**src/hw/rtl/eqp_pkg.sv**
```systemverilog
// Shared constants, configuration codes and controller/datapath interface types.
`default_nettype none

package eqp_pkg;

  // parameter defaults
  localparam int SAMPLE_WIDTH_DEF = 12;
  localparam int WINDOW_MAX_DEF   = 64;

  // field widths
  localparam int WS_W     = 7;
  localparam int RECIP_W  = 16;
  localparam int LPV_W    = 18;
  localparam int HPV_W    = 24;
  localparam int AVG_W    = 48;
  localparam int SQ_W     = 47;
  localparam int RECIP_FRAC = 16;

  // filter geometry
  localparam int LP_DELAY_A  = 6;
  localparam int LP_DELAY_B  = 12;
  localparam int HP_DELAY    = 32;
  localparam int HP_CENTER   = 16;
  localparam int HP_SHIFT    = 5;
  localparam int SLOPE_SHIFT = 3;
  localparam int SLOPE_TAPS  = 4;

  // configuration port
  localparam int CFG_IDX_W  = 1;
  localparam int CFG_DATA_W = 16;
  localparam logic [CFG_IDX_W-1:0] CFG_WINDOW_SIZE  = 1'b0;
  localparam logic [CFG_IDX_W-1:0] CFG_WINDOW_RECIP = 1'b1;

  localparam logic [WS_W-1:0]    WS_RESET    = 7'd30;
  localparam logic [RECIP_W-1:0] RECIP_RESET = 16'd2185;

  typedef struct packed {
    logic load_in;
    logic calc_lp;
    logic calc_hp;
    logic calc_slope;
    logic calc_sq;
    logic rb_init;
    logic rb_step;
    logic upd_sum;
    logic calc_avg;
    logic commit;
  } eqp_cmd_t;

  typedef struct packed {
    logic dirty;
    logic rb_done;
  } eqp_sts_t;

endpackage

`default_nettype wire

```
**src/hw/rtl/eqp_ctrl.sv**
```systemverilog
// Sequencer: steps one sample through the datapath and owns the handshakes.
`default_nettype none

module eqp_ctrl
  import eqp_pkg::*;
(
  input  wire logic     clk_i,
  input  wire logic     rst_ni,
  input  wire logic     in_valid_i,
  output logic          in_stall_o,
  output logic          out_valid_o,
  input  wire logic     out_stall_i,
  input  wire eqp_sts_t sts_i,
  output eqp_cmd_t      cmd_o
);

  localparam logic [3:0] ST_IDLE  = 4'd0;
  localparam logic [3:0] ST_LP    = 4'd1;
  localparam logic [3:0] ST_HP    = 4'd2;
  localparam logic [3:0] ST_SLOPE = 4'd3;
  localparam logic [3:0] ST_SQ    = 4'd4;
  localparam logic [3:0] ST_RB    = 4'd5;
  localparam logic [3:0] ST_SUM   = 4'd6;
  localparam logic [3:0] ST_AVG   = 4'd7;
  localparam logic [3:0] ST_OUT   = 4'd8;

  logic [3:0] state_q, state_d;
  logic       out_valid_q, out_valid_d;

  always_comb begin
    cmd_o   = '0;
    state_d = state_q;
    case (state_q)
      ST_IDLE: begin
        if (in_valid_i) begin
          cmd_o.load_in = 1'b1;
          state_d       = ST_LP;
        end
      end
      ST_LP: begin
        cmd_o.calc_lp = 1'b1;
        state_d       = ST_HP;
      end
      ST_HP: begin
        cmd_o.calc_hp = 1'b1;
        state_d       = ST_SLOPE;
      end
      ST_SLOPE: begin
        cmd_o.calc_slope = 1'b1;
        state_d          = ST_SQ;
      end
      ST_SQ: begin
        cmd_o.calc_sq = 1'b1;
        // window length changed since last sample: re-sum from the ring
        if (sts_i.dirty) begin
          cmd_o.rb_init = 1'b1;
          state_d       = ST_RB;
        end else begin
          state_d = ST_SUM;
        end
      end
      ST_RB: begin
        cmd_o.rb_step = 1'b1;
        if (sts_i.rb_done) begin
          state_d = ST_SUM;
        end
      end
      ST_SUM: begin
        cmd_o.upd_sum = 1'b1;
        state_d       = ST_AVG;
      end
      ST_AVG: begin
        cmd_o.calc_avg = 1'b1;
        state_d        = ST_OUT;
      end
      ST_OUT: begin
        if (!out_valid_q || !out_stall_i) begin
          cmd_o.commit = 1'b1;
          state_d      = ST_IDLE;
        end
      end
      default: begin
        state_d = ST_IDLE;
      end
    endcase
  end

  always_comb begin
    out_valid_d = out_valid_q;
    if (cmd_o.commit) begin
      out_valid_d = 1'b1;
    end else if (out_valid_q && !out_stall_i) begin
      out_valid_d = 1'b0;
    end
  end

  always_ff @(posedge clk_i or negedge rst_ni) begin
    if (!rst_ni) begin
      state_q     <= ST_IDLE;
      out_valid_q <= 1'b0;
    end else begin
      state_q     <= state_d;
      out_valid_q <= out_valid_d;
    end
  end

  assign in_stall_o  = (state_q != ST_IDLE);
  assign out_valid_o = out_valid_q;

endmodule

`default_nettype wire

```
**config.mk**
```make
export PLATFORM = sky130hd
export DESIGN_NAME = eqp_ctrl
export DESIGN_NICKNAME = d
export VERILOG_FILES = /design/src/hw/rtl/eqp_pkg.sv /design/src/hw/rtl/eqp_ctrl.sv
export SDC_FILE = /design/constraint.sdc
export NUM_CORES = 1
export LEC_CHECK = 0
export BUFFER_PORTS_ARGS = -buffer_cell sky130_fd_sc_hd__buf_2
export CAP_MARGIN = 20
export CORE_AREA = 8 8 45 47
export CTS_CLUSTER_DIAMETER = 80
export DETAILED_ROUTE_END_ITERATION = 8
export DIE_AREA = 0 0 53 55
export PLACE_DENSITY = 0.58
export SLEW_MARGIN = 10
export SYNTH_ARGS = -nofsm -noshare
export SYNTH_HDL_FRONTEND = slang
export SYNTH_SLANG_ARGS = --single-unit
```
**constraint.sdc**
```tcl
create_clock -name clk_i -period 1.45 [get_ports clk_i]
set_input_delay 0.29 -clock clk_i [delete_from_list [all_inputs] [get_ports clk_i]]
set_output_delay 0.29 -clock clk_i [all_outputs]
set_load 0.01 [all_outputs]
```
==> metrics.txt, run 1 <==
Nets=76; CTS tree=yes; Setup Skew=0.00845 ns; CTS H-tree lvls=1; RD Place Congestion=0.842; worst slew pin tran=0.206 ns; hold path cells=3; gr usage total=8.84%; vias in the first global route=399; clock sinks=5; RSZ-0062 raised after global routing=true; register bit total from synthesis=5; synth unique cells=19; Post-Synth XOR/XNOR Area=2.51%; largest family of logic cells by synthesized area=simple AND/OR/NAND/NOR gates; layout cell share with drive strength beyond 1=62.3%; Clock transition at path regs=0.04 ns; CP delay by family, top=simple AND/OR/NAND/NOR gates; Final ANT Viol Nets=0; commonest non-fill, non-tap cell in the layout=buf_2; PortBufs=17; CP max FO=3; DRC=0; Die W=53 um; Avg Synthesized Cell Area=8.51 um2; WP data required=1.16 ns; HPWL after detailed placement=687 um; Synth top area share=35.8%; DR WL/cell=13.3 um; PD cells=2230 nW/um2; Synth Area in Adders=0%; sequential-to-total area share from yosys stat=35.8%; via count=391; Die Height=55 um; clk buf depth=2; largest stage delay on the critical path=0.42 ns; FF+latch area=130 um2; crit path launch=state_q[3]$_DFFE_PN0P_; Synth Area in Compound Gates=13.6%; final worst slack=-0.0959 ns; Tcrit/Tclk final=107%; total grt overflow=0; Crit path arrival time=1.26 ns; Synth warnings=0; status=complete, but fails checks; Final min period=1.55 ns; Mapped Area=349 um2; Worst Path Buf+Inv=1; TritonRoute pass-1 iters=4; slowest CP cell=dfrtp_2; final hold slack=0.281 ns; final setup vio count=7; Startpoint Class=flip-flop; critical path capture point type=output pin; synth top area cells=dfrtp_1 36%, nand2b_1 7.2%, nor2_1 6.5%; multiplexer share of the synthesized area=0%; Synth-to-Final Area Change=71.7%; Worst Setup EP=cmd_o[4]; pin count of the biggest net entering global routing=9; cell area after layout=599 um2; Core ar.=1380 um2; Detailed Route Iter0 Violations=4; area fraction in and, or, nand and nor cells after synthesis=40.5%; failing checks=negative setup slack; fillers=147; R2R Setup Slk=0.27 ns; CTS Buf Count=3; WL final=1130 um; Clock Latency Late Sink=0.25 ns; Crit path depth=4; critical path cell sequence=nand2b_4, nor3_4, and2_1, buf_2; n_diodes=0; Rel. slew slack=86.3%; P_leak=0.296 nW; boundary pin count=18; syn_nets=47; global-route wire length before repair=1870 um; r2r worst-path depth=5; DP Area=443 um2; Vias/cell=4.60; Hold/Removal Path Class=in2reg; r2r endpoint=state_q[3]$_DFFE_PN0P_; Max Cap Viol=0; initial core utilization=25.2%; FP Rows=14; Synth Instances=41; initial antenna violation count=0; Fin. Hold Viols=0; Die ar.=2920 um2; Yosys top cell by area=dfrtp_1; max frequency=647 MHz; crit path kind=reg2out; worst r2r src=state_q[0]$_DFFE_PN0P_; VDD IR max=0.815 mV; Slew Limit Fails=0; footprint of the multi-input gates=236 um2; Clock Tree Root=clkbuf_4; most frequent cells in the layout=17 x buf_2, 5 x buf_4, 4 x nand2b_1, 4 x dfrtp_2
-- registers in the layout, summed over array words and instances, names as in the netlist --
register	cells
out_valid_o	1
state_q	4
-- where the power goes --
part           switching, mW  internal (mW)  total, mW
Sequential             0.133          0.207      0.340
Clock                 0.0676          0.105      0.172
Combinational          0.383          0.439      0.822
Total                  0.584          0.751       1.33
-- Yosys cell counts (all sizes together) --
cell / n
nor2: 6
xor2: 1
dfrtp: 5
and2: 1
nor3: 4
nand2b: 5
nor2b: 2
o21bai: 2
o21a: 1
o22ai: 1
a21oi: 3
nand2: 4
and3: 1
buf: 3
nand3b: 2
-- cell type report --
type / count / area share (%)
Timing Repair Buffer: 27 / 31.1
Clock buffer: 4 / 4.38
Multi-Input combinational cell: 33 / 39.5
Tap cell: 16 / 3.34
Sequential cell: 5 / 21.7
-- repair_timing --
action / in CTS / in global routing
hold endpoints to repair: 5 / 0
gates cloned: 0 / 0
setup buffers: 6 / 1
gates resized for setup: 6 / 11
endpoints found under the setup margin: 10 / 11
pin swaps: 4 / 4
hold buffers: 1 / 0
-- per-layer routing --
metal,share of wire [%],routed length (um),global-route usage [%],up-vias
li1,-,-,-,191
met4,2.4,27,6.47,0
met1,39,438,10.5,185
met2,53,600,13.5,12
met5,0,0,0,-
met3,5.8,66,2.41,3
-- worst register-to-register path, stage by stage, from the launching register on --
cell and delay, ns:
dfrtp_2 0.48, nor2_4 0.14, nand3b_1 0.10, buf_4 0.14
buf_4 0.13, o22ai_1 0.10
-- kinds of logic after synthesis --
family,after synthesis
AO/OA/AOI/OAI,7
buffers and inverters,3
AND/OR/NAND/NOR,25
XOR/XNOR,1
flip-flops,5
-- worst min-delay path by stage --
| stage | start | endpoint | slack [ns] |
|---|---|---|---|
| floorplan | rst_ni | out_valid_o$_DFFE_PN0P_ | -0.006 |
| global placement | rst_ni | out_valid_o$_DFFE_PN0P_ | 0.11 |
| detailed placement | rst_ni | out_valid_o$_DFFE_PN0P_ | 0.11 |
| CTS | out_stall_i | out_valid_o$_DFFE_PN0P_ | 0.27 |
| global route | out_stall_i | out_valid_o$_DFFE_PN0P_ | 0.29 |
| finish | out_stall_i | out_valid_o$_DFFE_PN0P_ | 0.28 |
-- through the flow --
stage / setup TNS, ns / setup slack, ns / total power, mW / std cells / util (%)
2_1_floorplan: 0 / 0.129 / 0.682 / 41 / -
4_1_cts: -0.445 / -0.101 / 1.22 / 84 / 39.8
3_3_place_gp: 0 / 0.0674 / 0.839 / 73 / 32.0
3_5_place_dp: 0 / 0.0806 / 0.836 / 73 / 32.0
5_1_grt: -0.981 / -0.154 / 1.45 / 85 / 43.3
6_report: -0.378 / -0.0959 / 1.33 / 85 / 43.3
(Power assumes the default switching activity.)
==> inputs of run 2 (changes only) <==
--- a/config.mk
+++ b/config.mk
@@ -11,7 +11,7 @@
 export CTS_CLUSTER_DIAMETER = 80
 export DETAILED_ROUTE_END_ITERATION = 8
 export DIE_AREA = 0 0 53 55
-export PLACE_DENSITY = 0.58
+export PLACE_DENSITY = 0.6
 export SLEW_MARGIN = 10
 export SYNTH_ARGS = -nofsm -noshare
 export SYNTH_HDL_FRONTEND = slang
==> constraint.sdc (replaced) <==
create_clock -name clk_i -period 1.32 [get_ports clk_i]
set_input_delay 0.264 -clock clk_i [delete_from_list [all_inputs] [get_ports clk_i]]
set_output_delay 0.264 -clock clk_i [all_outputs]
set_load 0.01 [all_outputs]
==> run 2 against run 1 <==
Against the previous run:
- the flow still finishes with violations (negative setup slack)
- critical path type unchanged
- global-route usage fell by 1.6 points
- hold slack got worse by 0.022 ns
- first-iteration DRC count fell by 50%
- critical path depth fell by 1
- combinational power rose by 14%
- power rose by 11%
- flip-flop and latch count did not move
- largest cell class unchanged
- die area did not move
- wire length fell by 12%
- non-clock buffer count rose by 1
- design area rose by 2.3%
==> metrics.txt, run 2 (synthesis gave the netlist of run 1 again) <==
crit path kind=reg2out (unchanged); Clock transition at path regs=0.05 ns (was 0.04 ns); Pint=0.865 mW (was 0.751 mW); CP max FO=7 (was 3); hold path endpoint=out_valid_o$_DFFE_PN0P_ (unchanged); via count=377 (was 391); Hold/Removal Path Class=in2reg (unchanged); initial antenna violation count=0 (unchanged); final setup vio count=10 (was 7); Clock Latency Late Sink=0.25 ns (about the same); global-route wire length before repair=1580 um (was 1870 um); failing checks=negative setup slack (unchanged); Net Sw Frac=41.8% (was 43.7%); pin count of the biggest net entering global routing=8 (was 9); critical path capture point type=output pin (unchanged); n_diodes=0 (unchanged); Crit path arrival time=1.23 ns (was 1.26 ns); CTS Buf Count=3 (unchanged); Core ar.=1380 um2 (unchanged); r2r worst-path depth=5 (unchanged); Nets=77 (was 76); Gate power share=63.0% (was 61.6%); WP data required=1.06 ns (was 1.16 ns); CTS H-tree lvls=1 (unchanged); vias in the first global route=347 (was 399); clock sinks=5 (unchanged); status=complete, but fails checks (unchanged); max reg flops=4 (unchanged); Vias/cell=4.38 (was 4.60); r2r endpoint=state_q[1]$_DFFE_PN0P_ (was state_q[3]$_DFFE_PN0P_); Max Cap Viol=0 (unchanged); Tcrit/Tclk final=113%; Sw Pwr=0.622 mW (was 0.584 mW); Final ANT Viol Nets=0 (unchanged); Fin. Hold Viols=0 (unchanged); CTS tree=yes (unchanged); TritonRoute pass-1 iters=3 (was 4); P_leak=0.305 nW (was 0.296 nW); HPWL after detailed placement=731 um (was 687 um); largest register by flop count=state_q (unchanged); Clock Tree Root=clkbuf_4 (unchanged); max frequency=670 MHz; total grt overflow=0 (unchanged); Slew Limit Fails=0 (unchanged); Clk network pwr share=12.2% (was 12.9%); RD Place Congestion=0.732 (was 0.842); VDD IR max=0.957 mV (was 0.815 mV); pre-CTS worst setup slack=0.0438 ns (was 0.0806 ns); DR WL/cell=11.5 um (was 13.3 um); most frequent cells in the layout=16 x buf_2, 6 x buf_6, 5 x buf_4, 4 x nand2_1 (was 17 x buf_2, 5 x buf_4, 4 x nand2b_1, 4 x dfrtp_2); WL final=993 um (was 1130 um); Setup Skew=0.00596 ns (was 0.00845 ns); fin util=44.3% (was 43.3%); Synth-to-Final Area Change=75.6% (was 71.7%); Final min period=1.49 ns; final worst slack=-0.173 ns (was -0.0959 ns); Detailed Route Iter0 Violations=2 (was 4); R2R Setup Slk=0.15 ns (was 0.27 ns); Startpoint Class=flip-flop (unchanged); Die W=53 um (unchanged); PD cells=2430 nW/um2 (was 2230 nW/um2); worst r2r src=state_q[2]$_DFFE_PN0P_ (was state_q[0]$_DFFE_PN0P_); DRC=0 (unchanged); RSZ-0062 raised after global routing=true (unchanged); FP Rows=14 (unchanged); Hold Crit Start=out_stall_i (unchanged); commonest non-fill, non-tap cell in the layout=buf_2 (unchanged); hold path cells=3 (unchanged); Die Height=55 um (unchanged); PortBufs=17 (unchanged); Rel. slew slack=84.7% (was 86.3%); initial core utilization=25.2% (unchanged); Die ar.=2920 um2 (unchanged); gr usage total=7.24% (was 8.84%); boundary pin count=18 (unchanged); Flop pwr share=24.8% (was 25.5%); layout cell share with drive strength beyond 1=62.9% (was 62.3%); worst slew pin tran=0.229 ns (was 0.206 ns); fillers=141 (was 147); clk buf depth=2 (unchanged)
[run 2: changes by cell type in the layout (fill, tap and decap cells not counted), sizes merged]
cell  previous run  this run
buf             26        27
[run 2: stage by stage]
stage          hold WS (ns)  std cells  power, mW  area [um2]  setup TNS (ns)
3_3_place_gp         0.0807         78       1.02         480               0
6_report              0.259         86       1.49         613           -1.07
3_5_place_dp         0.0798         78       1.02         480               0
5_1_grt               0.259         86       1.60         613           -1.76
2_1_floorplan       -0.0316         41      0.749         349               0
4_1_cts               0.252         86       1.43         592           -1.06
[run 2: worst max path at each step]
| stage | start | end | cells after the start |
|---|---|---|---|
| floorplan | state_q[3]$_DFFE_PN0P_ | cmd_o[4] | 4 |
| global placement | state_q[1]$_DFFE_PN0P_ | cmd_o[0] | 4 |
| detailed placement | state_q[0]$_DFFE_PN0P_ | cmd_o[0] | 4 |
| CTS | state_q[0]$_DFFE_PN0P_ | cmd_o[0] | 4 |
| global route | state_q[1]$_DFFE_PN0P_ | cmd_o[0] | 4 |
| finish | state_q[0]$_DFFE_PN0P_ | cmd_o[6] | 3 |
[run 2: worst max-delay path, cell delays in order (launching register included)]
cell	delay, ns
dfrtp_2	0.45
nand2_1	0.19
nor3_1	0.18
buf_2	0.16
[run 2: cell type report]
cell class                 count  area (um2)  share of cell area (%)
tap                           16        20.0                    3.27
timing repair buffer          28         195                    31.8
multi-input combinational     33         243                    39.6
clock buffer                   4        26.3                    4.29
sequential                     5         129                    21.0
[run 2: what timing repair did]
item,in CTS,in global routing
pin swaps,6,2
hold buffers,1,0
setup buffers,3,0
endpoints found under the hold margin,5,0
resized for setup,15,5
cloned,0,0
setup endpoints to repair,11,11
[run 2: per-layer routing]
layer / part of all wire (%) / track usage, % / vias to the layer above
met5: 0 / 0 / -
met4: 2.1 / 3.88 / 0
met3: 3.5 / 2.94 / 2
met2: 50 / 11.5 / 11
met1: 45 / 8.14 / 169
li1: - / - / 195
[run 2: power groups by stage]
stage	clock (mW)	sequential [mW]	combinational [mW]
after global placement	0	0.325	0.693
final	0.182	0.369	0.936
after global routing	0.203	0.380	1.02
after CTS	0.188	0.359	0.887
after detailed placement	0	0.328	0.692
after floorplan	0	0.278	0.472
